File: src/design/cartridge_bank_mapper_irq_unit_defines.svh
// Assertion macros shared by the cartridge bank mapper design files.
// Depends on nothing; included by the files that carry concurrent checks.
`ifndef CARTRIDGE_BANK_MAPPER_IRQ_UNIT_DEFINES_SVH
`define CARTRIDGE_BANK_MAPPER_IRQ_UNIT_DEFINES_SVH

// Same-cycle implication, disabled while reset is held low.
`define CBM_ASSERT_IMPL(label, clk, rst_n, ante, cons, msg) \
    label: assert property (@(posedge clk) disable iff (!(rst_n)) (ante) |-> (cons)) \
        else $error(msg);

// Next-cycle implication, disabled while reset is held low.
`define CBM_ASSERT_NEXT(label, clk, rst_n, ante, cons, msg) \
    label: assert property (@(posedge clk) disable iff (!(rst_n)) (ante) |=> (cons)) \
        else $error(msg);

`endif

File: src/design/cbm_pkg.sv
// Types and constants for the cartridge bank mapper with IRQ counter.
// No dependencies; used by every module of the block.
package cbm_pkg;

    // Transaction kinds on the input channel
    typedef enum logic [1:0] {
        MODE_WRITE = 2'd0,
        MODE_READ  = 2'd1,
        MODE_PPU   = 2'd2,
        MODE_TICK  = 2'd3
    } t_mode;

    // Memory targets reported in each result
    typedef enum logic [2:0] {
        TGT_NONE  = 3'd0,
        TGT_REG   = 3'd1,
        TGT_RAM   = 3'd2,
        TGT_ROM   = 3'd3,
        TGT_CHR   = 3'd4,
        TGT_CIRAM = 3'd5
    } t_target;

    // Configuration register indexes
    localparam logic CFG_PRG_ROM_BANKS   = 1'b0;
    localparam logic CFG_PRG_RAM_PRESENT = 1'b1;

    // 2KB register pages, by address bits 15:11
    localparam logic [4:0] PAGE_CNT_LO = 5'h0A;
    localparam logic [4:0] PAGE_CNT_HI = 5'h0B;
    localparam logic [4:0] PAGE_PRG0   = 5'h1C;
    localparam logic [4:0] PAGE_PRG1   = 5'h1D;
    localparam logic [4:0] PAGE_PRG2   = 5'h1E;

    localparam logic [15:0] REG_SPACE_MIN = 16'h4800;
    localparam logic [14:0] IRQ_STOP      = 15'h7FFE;
    localparam logic [7:0]  CIRAM_MIN     = 8'hE0;
    localparam logic [6:0]  ROM_BANKS_RST = 7'd64;

    typedef struct packed {
        t_mode       mode;
        logic [15:0] address;
        logic [7:0]  write_data;
    } t_in_item;

    typedef struct packed {
        t_target     target;
        logic [7:0]  bank;
        logic [12:0] offset;
        logic [7:0]  read_data;
        logic        irq_line;
    } t_out_item;

endpackage

File: src/design/cbm_stream_if.sv
// Valid/ready stream channel carrying one payload struct per transaction.
// Payload type is a parameter; the block uses cbm_pkg::t_in_item and t_out_item.
interface cbm_stream_if #(
    parameter type T = logic
) ();
    logic valid;
    logic ready;
    T     payload;

    modport source (output valid, output payload, input ready);
    modport sink   (input valid, input payload, output ready);
endinterface

File: src/design/cartridge_bank_mapper_irq_unit.sv
// Cartridge bank mapper with CPU-cycle IRQ counter: top level.
// Input stream carries CPU writes, CPU reads, PPU fetches to translate and
// CPU-cycle ticks; output stream carries one result per input transaction:
// target memory, bank, offset, counter read byte and the IRQ level after it.
// Configuration port: i_cfg_we writes i_cfg_wdata into register i_cfg_index
// (0 PRG ROM bank count, 1 PRG RAM present); write only while idle.
// Path: an accepted transaction is captured in the input register, then
// decoded with the state update into the result register. Throughput:
// one transaction per cycle while the receiver holds ready high, set by
// the single decode pass between the two registers.
// Stall: when the receiver holds ready low the result register holds its
// transaction, the input register fills, and then input ready drops; no
// transaction is lost or repeated.
// Reset (synchronous, active low): bank, nametable and counter state clear to
// zero, PRG ROM bank count returns to 64, PRG RAM present to 1, both
// channels empty. No clearing pass is needed.
// Depends on cbm_pkg, cbm_stream_if, cbm_in_stage, cbm_core, cbm_out_stage.
module cartridge_bank_mapper_irq_unit (
    input  logic         i_clk,
    input  logic         i_rst_n,
    cbm_stream_if.sink   i_in,
    cbm_stream_if.source o_out,
    input  logic         i_cfg_we,
    input  logic         i_cfg_index,
    input  logic [6:0]   i_cfg_wdata
);
    logic               in_valid;
    cbm_pkg::t_in_item  in_item;
    logic               out_can_load;
    logic               step;
    cbm_pkg::t_out_item result;

    // Move a held transaction on when the result register has room
    assign step = in_valid && out_can_load;

    cbm_in_stage u_in_stage (
        .i_clk   (i_clk),
        .i_rst_n (i_rst_n),
        .i_in    (i_in),
        .i_take  (out_can_load),
        .o_valid (in_valid),
        .o_item  (in_item)
    );

    cbm_core u_core (
        .i_clk       (i_clk),
        .i_rst_n     (i_rst_n),
        .i_step      (step),
        .i_item      (in_item),
        .i_cfg_we    (i_cfg_we),
        .i_cfg_index (i_cfg_index),
        .i_cfg_wdata (i_cfg_wdata),
        .o_result    (result)
    );

    cbm_out_stage u_out_stage (
        .i_clk      (i_clk),
        .i_rst_n    (i_rst_n),
        .i_load     (in_valid),
        .i_result   (result),
        .o_can_load (out_can_load),
        .o_out      (o_out)
    );
endmodule

File: src/design/cbm_in_stage.sv
// Input register of the mapper: captures one transaction from the sink channel.
// Depends on cbm_pkg and cbm_stream_if.
module cbm_in_stage (
    input  logic              i_clk,
    input  logic              i_rst_n,
    cbm_stream_if.sink        i_in,
    input  logic              i_take,
    output logic              o_valid,
    output cbm_pkg::t_in_item o_item
);
    logic              r_valid;
    cbm_pkg::t_in_item r_item;

    // Accept when empty or when the held transaction moves on this cycle
    assign i_in.ready = !r_valid || i_take;

    // Track occupancy
    always_ff @(posedge i_clk) begin
        if (!i_rst_n) begin
            r_valid <= 1'b0;
        end else if (i_in.ready) begin
            r_valid <= i_in.valid;
        end
    end

    // Hold the payload until it is taken
    always_ff @(posedge i_clk) begin
        if (i_in.valid && i_in.ready) begin
            r_item <= i_in.payload;
        end
    end

    assign o_valid = r_valid;
    assign o_item  = r_item;
endmodule

File: src/design/cbm_core.sv
// Mapper state and per-transaction logic: bank registers, IRQ counter, decode.
// Depends on cbm_pkg and the assertion macros header.
`include "cartridge_bank_mapper_irq_unit_defines.svh"

module cbm_core (
    input  logic               i_clk,
    input  logic               i_rst_n,
    input  logic               i_step,
    input  cbm_pkg::t_in_item  i_item,
    input  logic               i_cfg_we,
    input  logic               i_cfg_index,
    input  logic [6:0]         i_cfg_wdata,
    output cbm_pkg::t_out_item o_result
);
    localparam logic [7:0] CIRAM_MIN_L = cbm_pkg::CIRAM_MIN;

    logic [6:0]  r_rom_banks;
    logic        r_ram_present;
    logic [5:0]  r_prg_bank [0:2];
    logic [5:0]  n_prg_bank [0:2];
    logic [7:0]  r_pat_bank [0:7];
    logic [7:0]  n_pat_bank [0:7];
    logic [7:0]  r_nt_bank  [0:3];
    logic [7:0]  n_nt_bank  [0:3];
    logic [1:0]  r_ciram_dis;
    logic [1:0]  n_ciram_dis;
    logic [14:0] r_irq_count;
    logic [14:0] n_irq_count;
    logic        r_irq_enabled;
    logic        n_irq_enabled;
    logic        r_irq_asserted;
    logic        n_irq_asserted;

    logic [15:0] addr;
    logic [4:0]  page;
    logic [2:0]  slot;
    logic [7:0]  ppu_val;
    logic        ppu_ciram;
    logic [7:0]  fixed_bank;
    logic [7:0]  rom_bank;
    logic [14:0] cnt_inc;

    assign addr    = i_item.address;
    assign page    = addr[15:11];
    assign slot    = addr[12:10];
    assign cnt_inc = r_irq_count + 15'd1;

    // Fixed top bank: last ROM bank, an empty ROM counts as one bank
    assign fixed_bank = (r_rom_banks == 7'd0) ? 8'd0 : {1'b0, r_rom_banks - 7'd1};

    // Switchable PRG bank for 0x8000-0xDFFF, fixed bank above
    always_comb begin
        unique case (addr[14:13])
            2'b00:   rom_bank = {2'b00, r_prg_bank[0]};
            2'b01:   rom_bank = {2'b00, r_prg_bank[1]};
            2'b10:   rom_bank = {2'b00, r_prg_bank[2]};
            default: rom_bank = fixed_bank;
        endcase
    end

    // Pattern or nametable lookup for PPU fetches
    always_comb begin
        if (!addr[13]) begin
            ppu_val   = r_pat_bank[slot];
            ppu_ciram = (ppu_val >= CIRAM_MIN_L) && !r_ciram_dis[slot[2]];
        end else begin
            ppu_val   = r_nt_bank[addr[11:10]];
            ppu_ciram = ppu_val >= CIRAM_MIN_L;
        end
    end

    // Decode the transaction and work out the next state
    always_comb begin
        n_prg_bank     = r_prg_bank;
        n_pat_bank     = r_pat_bank;
        n_nt_bank      = r_nt_bank;
        n_ciram_dis    = r_ciram_dis;
        n_irq_count    = r_irq_count;
        n_irq_enabled  = r_irq_enabled;
        n_irq_asserted = r_irq_asserted;
        o_result       = '0;
        o_result.target = cbm_pkg::TGT_NONE;

        unique case (i_item.mode)
            cbm_pkg::MODE_WRITE: begin
                if (addr[15:13] == 3'b011) begin
                    if (r_ram_present) begin
                        o_result.target = cbm_pkg::TGT_RAM;
                        o_result.offset = addr[12:0];
                    end
                end else if (addr >= cbm_pkg::REG_SPACE_MIN) begin
                    o_result.target = cbm_pkg::TGT_REG;
                    unique case (page)
                        cbm_pkg::PAGE_CNT_LO: begin
                            n_irq_count    = {r_irq_count[14:8], i_item.write_data};
                            n_irq_asserted = 1'b0;
                        end
                        cbm_pkg::PAGE_CNT_HI: begin
                            n_irq_enabled  = i_item.write_data[7];
                            n_irq_count    = {i_item.write_data[6:0], r_irq_count[7:0]};
                            n_irq_asserted = 1'b0;
                        end
                        cbm_pkg::PAGE_PRG0: begin
                            n_prg_bank[0] = i_item.write_data[5:0];
                        end
                        cbm_pkg::PAGE_PRG1: begin
                            n_prg_bank[1] = i_item.write_data[5:0];
                            n_ciram_dis   = i_item.write_data[7:6];
                        end
                        cbm_pkg::PAGE_PRG2: begin
                            n_prg_bank[2] = i_item.write_data[5:0];
                        end
                        default: begin
                            if (addr[15:14] == 2'b10) begin
                                n_pat_bank[addr[13:11]] = i_item.write_data;
                            end else if (addr[15:13] == 3'b110) begin
                                n_nt_bank[addr[12:11]] = i_item.write_data;
                            end
                        end
                    endcase
                end
            end
            cbm_pkg::MODE_READ: begin
                if (addr[15]) begin
                    o_result.target = cbm_pkg::TGT_ROM;
                    o_result.bank   = rom_bank;
                    o_result.offset = addr[12:0];
                end else if (addr[14:13] == 2'b11) begin
                    if (r_ram_present) begin
                        o_result.target = cbm_pkg::TGT_RAM;
                        o_result.offset = addr[12:0];
                    end
                end else if (page == cbm_pkg::PAGE_CNT_LO) begin
                    o_result.target    = cbm_pkg::TGT_REG;
                    o_result.read_data = r_irq_count[7:0];
                end else if (page == cbm_pkg::PAGE_CNT_HI) begin
                    o_result.target    = cbm_pkg::TGT_REG;
                    o_result.read_data = {1'b0, r_irq_count[14:8]};
                end
            end
            cbm_pkg::MODE_PPU: begin
                o_result.target = ppu_ciram ? cbm_pkg::TGT_CIRAM : cbm_pkg::TGT_CHR;
                o_result.bank   = ppu_ciram ? {7'd0, ppu_val[0]} : ppu_val;
                o_result.offset = {3'd0, addr[9:0]};
            end
            cbm_pkg::MODE_TICK: begin
                // Advance the counter; stop and raise the IRQ at the terminal value
                if (r_irq_enabled) begin
                    n_irq_count = cnt_inc;
                    if (cnt_inc == cbm_pkg::IRQ_STOP) begin
                        n_irq_asserted = 1'b1;
                        n_irq_enabled  = 1'b0;
                    end
                end
            end
            default: begin
                o_result.target = cbm_pkg::TGT_NONE;
            end
        endcase

        o_result.irq_line = n_irq_asserted;
    end

    // Configuration registers
    always_ff @(posedge i_clk) begin
        if (!i_rst_n) begin
            r_rom_banks   <= cbm_pkg::ROM_BANKS_RST;
            r_ram_present <= 1'b1;
        end else if (i_cfg_we) begin
            unique case (i_cfg_index)
                cbm_pkg::CFG_PRG_ROM_BANKS:   r_rom_banks   <= i_cfg_wdata;
                cbm_pkg::CFG_PRG_RAM_PRESENT: r_ram_present <= i_cfg_wdata[0];
                default:                      r_ram_present <= r_ram_present;
            endcase
        end
    end

    // Mapper state: commit only when a transaction moves to the result register
    always_ff @(posedge i_clk) begin
        if (!i_rst_n) begin
            r_prg_bank     <= '{default: '0};
            r_pat_bank     <= '{default: '0};
            r_nt_bank      <= '{default: '0};
            r_ciram_dis    <= '0;
            r_irq_count    <= '0;
            r_irq_enabled  <= 1'b0;
            r_irq_asserted <= 1'b0;
        end else if (i_step) begin
            r_prg_bank     <= n_prg_bank;
            r_pat_bank     <= n_pat_bank;
            r_nt_bank      <= n_nt_bank;
            r_ciram_dis    <= n_ciram_dis;
            r_irq_count    <= n_irq_count;
            r_irq_enabled  <= n_irq_enabled;
            r_irq_asserted <= n_irq_asserted;
        end
    end

    `CBM_ASSERT_IMPL(a_irq_rise_at_stop, i_clk, i_rst_n, $rose(r_irq_asserted),
        (r_irq_count == cbm_pkg::IRQ_STOP) && !r_irq_enabled,
        "IRQ raised away from terminal count")
    `CBM_ASSERT_IMPL(a_irq_excl, i_clk, i_rst_n, 1'b1,
        !(r_irq_enabled && r_irq_asserted), "IRQ pending while counter enabled")
    `CBM_ASSERT_NEXT(a_hold_no_step, i_clk, i_rst_n, !i_step,
        $stable(r_irq_count) && $stable(r_irq_enabled) && $stable(r_irq_asserted),
        "counter state moved without a transaction")
endmodule

File: src/design/cbm_out_stage.sv
// Result register of the mapper: drives the source channel, holds under stall.
// Depends on cbm_pkg and cbm_stream_if.
module cbm_out_stage (
    input  logic               i_clk,
    input  logic               i_rst_n,
    input  logic               i_load,
    input  cbm_pkg::t_out_item i_result,
    output logic               o_can_load,
    cbm_stream_if.source       o_out
);
    logic               r_valid;
    cbm_pkg::t_out_item r_result;

    // Free when empty or when the receiver takes the current transaction
    assign o_can_load = !r_valid || o_out.ready;

    // Track occupancy
    always_ff @(posedge i_clk) begin
        if (!i_rst_n) begin
            r_valid <= 1'b0;
        end else if (o_can_load) begin
            r_valid <= i_load;
        end
    end

    // Capture a new result
    always_ff @(posedge i_clk) begin
        if (i_load && o_can_load) begin
            r_result <= i_result;
        end
    end

    assign o_out.valid   = r_valid;
    assign o_out.payload = r_result;
endmodule

File: src/flat_wrapper.sv
// flat-port wrapper written by rule: the top's interface ports become plain ports
module cartridge_bank_mapper_irq_unit_flat import cbm_pkg::*;
  (i_clk, i_rst_n, i_cfg_we, i_cfg_index, i_cfg_wdata, i_in_valid, i_in_payload, i_in_ready, o_out_valid, o_out_payload, o_out_ready);
  cbm_stream_if #(.T(t_in_item)) i_in_i ();
  cbm_stream_if #(.T(t_out_item)) o_out_i ();
  input  logic i_clk;
  input  logic i_rst_n;
  input  logic i_cfg_we;
  input  logic i_cfg_index;
  input  logic [6:0] i_cfg_wdata;
  input wire logic [$bits(i_in_i.valid)-1:0] i_in_valid;
  input wire logic [$bits(i_in_i.payload)-1:0] i_in_payload;
  output wire logic [$bits(i_in_i.ready)-1:0] i_in_ready;
  output wire logic [$bits(o_out_i.valid)-1:0] o_out_valid;
  output wire logic [$bits(o_out_i.payload)-1:0] o_out_payload;
  input wire logic [$bits(o_out_i.ready)-1:0] o_out_ready;
  assign i_in_i.valid = i_in_valid;
  assign i_in_i.payload = i_in_payload;
  assign i_in_ready = i_in_i.ready;
  assign o_out_valid = o_out_i.valid;
  assign o_out_payload = o_out_i.payload;
  assign o_out_i.ready = o_out_ready;
  cartridge_bank_mapper_irq_unit u_core (.i_clk(i_clk), .i_rst_n(i_rst_n), .i_in(i_in_i), .o_out(o_out_i), .i_cfg_we(i_cfg_we), .i_cfg_index(i_cfg_index), .i_cfg_wdata(i_cfg_wdata));
endmodule
File: config.mk
export PLATFORM = sky130hd
export DESIGN_NAME = cartridge_bank_mapper_irq_unit_flat
export DESIGN_NICKNAME = d
export VERILOG_FILES = /design/src/design/cbm_pkg.sv /design/src/design/cbm_stream_if.sv /design/src/design/cartridge_bank_mapper_irq_unit.sv /design/src/design/cbm_in_stage.sv /design/src/design/cbm_core.sv /design/src/design/cbm_out_stage.sv /design/src/flat_wrapper.sv
export VERILOG_INCLUDE_DIRS = /design/src /design/src/design
export SDC_FILE = /design/constraint.sdc
export NUM_CORES = 1
export LEC_CHECK = 0
export BUFFER_PORTS_ARGS = -buffer_cell sky130_fd_sc_hd__buf_4
export CAP_MARGIN = 40
export CORE_MARGIN = 2
export CORE_UTILIZATION = 54
export DETAILED_ROUTE_END_ITERATION = 10
export HOLD_SLACK_MARGIN = 0.06
export PLACE_DENSITY_LB_ADDON = 0.12
export SLEW_MARGIN = 20
export SYNTH_ARGS = -nofsm -noshare
export SYNTH_HDL_FRONTEND = slang
export SYNTH_SLANG_ARGS = --single-unit
File: constraint.sdc
create_clock -name i_clk -period 2.2 [get_ports i_clk]
set_input_delay 0.44 -clock i_clk [delete_from_list [all_inputs] [get_ports i_clk]]
set_output_delay 0.44 -clock i_clk [all_outputs]
set_load 0.02 [all_outputs]
-- After elaboration in Yosys (flattened, before gate mapping)
Index checks and enable logic that the tools add are counted.
- magnitude comparators: 10
- reduce and logical (&&, ||, !) cells: 27
- add/sub/neg operators: 2
- equal/unequal tests: 22
- bitwise logic cells: 9
- mux-type cells: 54
- operator list (cell ; count):
    $mux 8 ; 10
    $bwmux 64 ; 1
    $pmux 15 s2 ; 2
    $mux 13 ; 4
    $mux 15 ; 3
    $pmux 13 s3 ; 1
    $bwmux 32 ; 1
    $bmux 8 s3 ; 1
    $demux 8 s3 ; 1
    $pmux 7 s3 ; 1
    $reduce_and 7->1 ; 3
    $reduce_and 5->1 ; 4
    $bmux 8 s2 ; 1
    $demux 8 s2 ; 1
    $ge 16x15->1 const B ; 1
    $ge 8x8->1 const B ; 2
    $mux 1 ; 16
    $pmux 8 s2 ; 1
    $add 15x1->15 const B ; 1
    $eq 15x15->1 const B ; 1
    $eq 5x5->1 const B ; 3
    $mux 7 ; 2
    $ne 2x2->1 const B ; 7
    $eq 2x2->1 const B ; 5
    28 further kinds ; 51
- bits in registers: 202
- input bits: 39
- word-level logic and storage cells: 156
- output and inout bits: 35

-- Longest topological paths before layout
- depth in word-level cells: 9
- depth in mapped cells: 9
- depth with buffers taken out: 7

-- By module
Synthesis repeated with hierarchy kept, for this count alone.
- cells, all modules: 851
- area, all modules: 9240.1 sq um
- by module, submodules not included (module ; seq. area each (sq um) ; cells an instance ; area an instance (sq um) ; times used):
    cbm_core ; 2822.7 ; 781 ; 7347.0 ; 1
    cbm_out_stage ; 1011.0 ; 38 ; 1048.5 ; 1
    cbm_in_stage ; 800.8 ; 31 ; 838.3 ; 1
    cartridge_bank_mapper_irq_unit ; 0.0 ; 1 ; 6.3 ; 1

-- Worst setup path before layout
OpenSTA, ideal clock, no wires.
- path type: input port to flip-flop
- start: input port o_out_ready
- end: register u_core.u_core.r_irq_enabled
- stages on the path: 7
- data required time: 2068 ps
- path slack: 120 ps
- buffers on the path: 1
- setup time: 132 ps
- arrival time: 1948 ps
- cell sequence: nand2b_1 clkbuf_1 nand2_1 inv_1 nand2_1 mux2i_1 a21oi_1
- longest elaborated chain between the ends: 3
- ends and longest elaborated chain (what ; line ; text):
    from (decl) ; flat_wrapper.sv:16 ; input wire logic [$bits(o_out_i.ready)-1:0] o_out_ready;
    $logic_or 1x1->1 ; cbm_out_stage.sv:15 ; assign o_can_load = !r_valid || o_out.ready;
    $logic_and 1x1->1 ; cartridge_bank_mapper_irq_unit.sv:34 ; assign step = in_valid && out_can_load;
    via u_core.step ; cartridge_bank_mapper_irq_unit.sv:30 ; logic step;
    $reduce_and 5->1 (no line) ; n/a ;
    to (signal assigned) ; cbm_core.sv:194 ; r_irq_enabled <= n_irq_enabled;
    to (decl) ; cbm_core.sv:29 ; logic r_irq_enabled;
The timed path passes the listed nets, and every way through them passes these cells.
A chain may end at the register's enable or synchronous reset.

-- Worst setup path after layout
- start: register u_core.u_in_stage.r_item (netlist bit u_core.u_in_stage.o_item[18])
- end: register u_core.u_out_stage.r_result (netlist bit u_core.u_out_stage.o_out.payload[25]) (data pin)
- longest elaborated chain between the ends: 9
- elaborated cells on any way between the ends: 15
- classes of those cells: order compare: 2; mux: 10; bitwise: 2; reduce/logical: 1
- ends and longest elaborated chain (what ; line ; text):
    from (decl) ; cbm_in_stage.sv:12 ; cbm_pkg::t_in_item r_item;
    from (signal assigned) ; cbm_in_stage.sv:29 ; r_item <= i_in.payload;
    $not 3->4 (implied by the code) ; cbm_core.sv:64 ; ppu_val = r_pat_bank[slot];
    $bmux 8 s3 ; cbm_core.sv:64 ;
    $mux 8 (implied by the code) (2 in a row) ; cbm_core.sv:64 ;
    $ge 8x8->1 ; cbm_core.sv:65 ; ppu_ciram = (ppu_val >= CIRAM_MIN_L) && !r_ciram_dis[slot[2]];
    $logic_and 1x1->1 ; cbm_core.sv:65 ;
    $mux 1 ; cbm_core.sv:63 ; if (!addr[13]) begin
    $mux 8 (*) ; cbm_core.sv:143 ; o_result.bank = ppu_ciram ? {7'd0, ppu_val[0]} : ppu_val;
    $pmux 8 s2 (*) ; cbm_core.sv:84 ; unique case (i_item.mode)
    to (signal assigned) ; cbm_out_stage.sv:29 ; r_result <= i_result;
    to (decl) ; cbm_out_stage.sv:12 ; cbm_pkg::t_out_item r_result;
Mark *: on every way between the ends. The rest lies on a longest branch, timed or not. The select of a mux whose other input is x is not followed.

==> flow_results.xml <==
<?xml version="1.0" encoding="UTF-8"?>
<metrics>
  <group name="status">
    <metric name="result_of_the_run" unit="">finished clean</metric>
  </group>
  <group name="cts">
    <metric name="quantity_of_hold_fixing_buffers_added_after_cts" unit="">0</metric>
    <metric name="clock_tree_from_tritoncts" unit="">yes</metric>
    <metric name="cts-buffers-inserted" unit="">23</metric>
    <metric name="clk_pin_slew" unit="ns">0.06</metric>
    <metric name="clk_root_buffer_cell" unit="">clkbuf_16</metric>
    <metric name="clock_tree.htree_level_count" unit="">1</metric>
    <metric name="clkLatencyLatePin" unit="ns">0.52</metric>
    <metric name="cts_sinks" unit="">202</metric>
    <metric name="number_of_buffers_between_clock_root_and_the_deepest_sink" unit="">3</metric>
  </group>
  <group name="drt">
    <metric name="total_number_of_vias" unit="">7455</metric>
    <metric name="viasPerCell" unit="">5.83</metric>
    <metric name="initialDrtViolationCount" unit="">500</metric>
    <metric name="detail_route.wirelength" unit="µm">23800</metric>
    <metric name="postRouteAntennaNets" unit="">0</metric>
    <metric name="drc_errors" unit="">0</metric>
    <metric name="route.detailed.wl_per_inst" unit="µm">18.6</metric>
    <metric name="firstDrtPassIters" unit="">5</metric>
  </group>
  <group name="global_routing">
    <metric name="first_global_vias" unit="">7162</metric>
    <metric name="grt_pass1_wl" unit="µm">37900</metric>
    <metric name="grt_antenna_before_repair" unit="">0</metric>
    <metric name="grt_max_degree" unit="">47</metric>
    <metric name="global_route_usage_over_all_layers" unit="">0.260</metric>
    <metric name="grt_remaining_overflow" unit="">0</metric>
  </group>
  <group name="die">
    <metric name="die_height" unit="µm">135</metric>
    <metric name="initial_core_util" unit="">0.545</metric>
    <metric name="fp-row-count" unit="">48</metric>
    <metric name="dieArea" unit="µm²">18400</metric>
    <metric name="die_width" unit="µm">135</metric>
    <metric name="pin_count" unit="">74</metric>
    <metric name="core_area" unit="µm²">17100</metric>
  </group>
  <group name="logic_synthesis">
    <metric name="synth_async_sr_flop_share" unit="">0</metric>
    <metric name="synth_seq_cells" unit="">202</metric>
    <metric name="yosys_warnings" unit="">0</metric>
    <metric name="synth_largest_type_area_fraction" unit="">0.307</metric>
    <metric name="synth_cell_type_count" unit="">71</metric>
    <metric name="syn-instance-count" unit="">954</metric>
    <metric name="netlist_area" unit="µm²">9330</metric>
    <metric name="post-synth-top-area-cell" unit="">dfxtp_1</metric>
    <metric name="synth.top_cells.by_area" unit="">dfxtp_1 31%, edfxtp_1 19%, mux2i_1 6.3%</metric>
    <metric name="postSynthNetCount" unit="">1001</metric>
    <metric name="synth_edf_count" unit="">59</metric>
    <metric name="seq_area_frac_synth" unit="">0.497</metric>
    <metric name="synth_ff_type" unit="">dfxtp_1</metric>
    <metric name="avgSynthCellArea" unit="µm²">9.78</metric>
  </group>
  <group name="final_layout">
    <metric name="syn2layout_area_growth" unit="%">19.7</metric>
    <metric name="fin_nets" unit="">1083</metric>
    <metric name="instances_no_fill" unit="">1278</metric>
    <metric name="finish.utilization" unit="">0.653</metric>
    <metric name="final_design_area_no_fill" unit="µm²">11200</metric>
    <metric name="diodes" unit="">0</metric>
    <metric name="ratio_of_cells_with_drive_above_1_in_the_final_layout" unit="">0.219</metric>
  </group>
  <group name="setup_path">
    <metric name="timing.critical_path.arrival" unit="ns">2.40</metric>
    <metric name="setup.worst_path.class" unit="">reg -&gt; reg</metric>
    <metric name="worstPathRequired" unit="ns">2.46</metric>
    <metric name="crit_path_start_kind" unit="">flop</metric>
    <metric name="critical_path.endpoint_type" unit="">flop</metric>
    <metric name="timing.critical_path.fanout_max" unit="">13</metric>
  </group>
  <group name="timing">
    <metric name="finalClockSkew" unit="ns">0.00937</metric>
    <metric name="hold_viol_final" unit="">0</metric>
    <metric name="worst_hold_slack" unit="ns">0.0927</metric>
    <metric name="relSlewSlack" unit="">0.418</metric>
    <metric name="worst_setup_slack_final" unit="ns">0.0582</metric>
    <metric name="setup-violations-final" unit="">0</metric>
    <metric name="tightestPinTransition" unit="ns">0.873</metric>
    <metric name="maxClockFrequency" unit="GHz">0.467</metric>
    <metric name="timing.final.max_slew_violations" unit="">0</metric>
    <metric name="final_min_period_over_clock_period" unit="">0.974</metric>
    <metric name="finalWorstPathRequiredPeriod" unit="ns">2.14</metric>
  </group>
  <group name="min_path">
    <metric name="holdCritPathClass" unit="">in -&gt; reg</metric>
  </group>
  <group name="place">
    <metric name="routabilityCongestion" unit="">0.902</metric>
    <metric name="dpl.hpwl" unit="µm">15900</metric>
    <metric name="number_of_placed_instances_with_taps_included" unit="">1235</metric>
    <metric name="place_ws" unit="ns">0.0208</metric>
    <metric name="placed_area" unit="µm²">10400</metric>
    <metric name="buffer_ports.inserted" unit="">73</metric>
  </group>
  <group name="run">
    <metric name="drv_cap" unit="">0</metric>
  </group>
  <group name="pwr">
    <metric name="cellPowerDensity" unit="nW/µm²">734</metric>
    <metric name="power_leakage" unit="nW">4.11</metric>
    <metric name="vdd_drop_max" unit="V">0.000637</metric>
  </group>
</metrics>
==> routing by layer <==
layer	track usage	vias to the layer above	part of all wire
met5	0	-	0
met4	0.0978	0	0.032
met3	0.0355	53	0.045
met2	0.422	209	0.48
met1	0.358	3590	0.45
li1	-	3603	-
==> timing repair <==
item,4_1_cts,5_1_grt
pin swaps,0,1
setup endpoints to repair,1,76
setup buffers,0,1
gates resized for setup,1,14
==> cell type report <==
cell class              count  area (µm²)
clock inverters            14        88.8
fillers                  1434        5940
well taps                 225         282
repair buffers            139        1160
flip-flops and latches    202        4630
multi-input cells         658        4330
inverters                  12        47.5
clock buffers              28         626
==> flip-flops by register name, summed over array words and instances (netlist names) <==
| register | count |
|---|---|
| u_core.u_core.r_ciram_dis | 2 |
| u_core.u_core.r_prg_bank | 18 |
| u_core.u_core.r_irq_count | 15 |
| u_core.u_out_stage.o_out.valid | 1 |
| u_core.u_core.r_irq_enabled | 1 |
| u_core.u_core.r_ram_present | 1 |
| u_core.u_core.r_irq_asserted | 1 |
| u_core.u_core.r_nt_bank | 32 |
| u_core.u_out_stage.o_out.payload | 33 |
| u_core.u_in_stage.o_valid | 1 |
| u_core.u_core.r_rom_banks | 7 |
| u_core.u_core.r_pat_bank | 64 |
| u_core.u_in_stage.o_item | 26 |
==> layout by cell type, fill, tap and decap left out, drive strengths merged, types with 12 or more instances in the layout <==
master	count
mux4	23
nor2b	13
o21ai	80
and2	15
nand3	12
inv	15
a21oi	112
nand2	106
clkbuf	28
nor2	93
dfxtp	143
edfxtp	59
buf	139
mux2i	59
==> per-stage QoR <==
step	total power, mW	TNS [ns]
floorplan	4.40	0
global placement	4.66	0
detailed placement	4.67	0
CTS	8.26	0
global route	8.46	-0.0110
finish	8.20	0
==> path summary, 6_finish.rpt <==
path         slack (ns)                         start  cells after the start                                   end
min                0.09               i_in_payload[2]                      1           u_core.u_in_stage.o_item[2]
max                0.06  u_core.u_in_stage.o_item[18]                      6  u_core.u_out_stage.o_out.payload[25]
max reg2reg        0.06  u_core.u_in_stage.o_item[18]                      6  u_core.u_out_stage.o_out.payload[25]
min reg2reg        0.47  u_core.u_core.r_pat_bank[49]                      2          u_core.u_core.r_pat_bank[49]
==> report_power, final <==
group / total, mW / internal (mW) / switching (mW)
sequential: 3.99 / 3.91 / 0.0753
clock: 3.60 / 2.05 / 1.55
combinational: 0.617 / 0.251 / 0.366
==> cells by family (layout without fill, tap and decap cells) <==
kind of cell / Yosys count / after routing / synth area share
and+or+nand+nor: 298 / 298 / 0.155
xor gates and xnor gates: 7 / 7 / 0.00657
DFF: 202 / 202 / 0.497
AOI/OAI and AO/OA: 254 / 254 / 0.157
muxes: 91 / 91 / 0.131
buffers and inverters: 94 / 193 / 0.0437
adders and majority gates: 8 / 8 / 0.0107
==> cell usage after synthesis (3+ instances only) <==
cell type,n
a211oi_1,9
a21o_1,3
a21oi_1,109
a221oi_1,4
a22oi_1,8
a311oi_1,3
a31oi_1,3
and2_1,15
and3_1,5
and4_1,3
buf_1,6
buf_2,18
clkbuf_1,53
dfxtp_1,143
edfxtp_1,59
ha_1,8
inv_1,11
mux2_2,8
mux2i_1,59
mux4_1,3
mux4_2,20
nand2_1,106
nand2b_1,8
nand3_1,9
nand3_2,3
nand3b_1,4
nand4_1,8
nand4_2,3
nor2_1,93
nor2b_1,13
nor3_1,8
o211ai_1,3
o21ai_0,80
o221ai_1,5
o22ai_1,10
or3_1,4
or4_1,3
xnor2_1,5
==> worst max-delay path: stages, from the launching register on <==
cell and delay [ns]:
edfxtp_1 0.41, buf_12 0.18, mux4_2 0.32, mux2i_1 0.10, or4b_4 0.59, nand4_4 0.17
o22ai_1 0.11
Note: power is estimated with default switching activity, not from simulation.
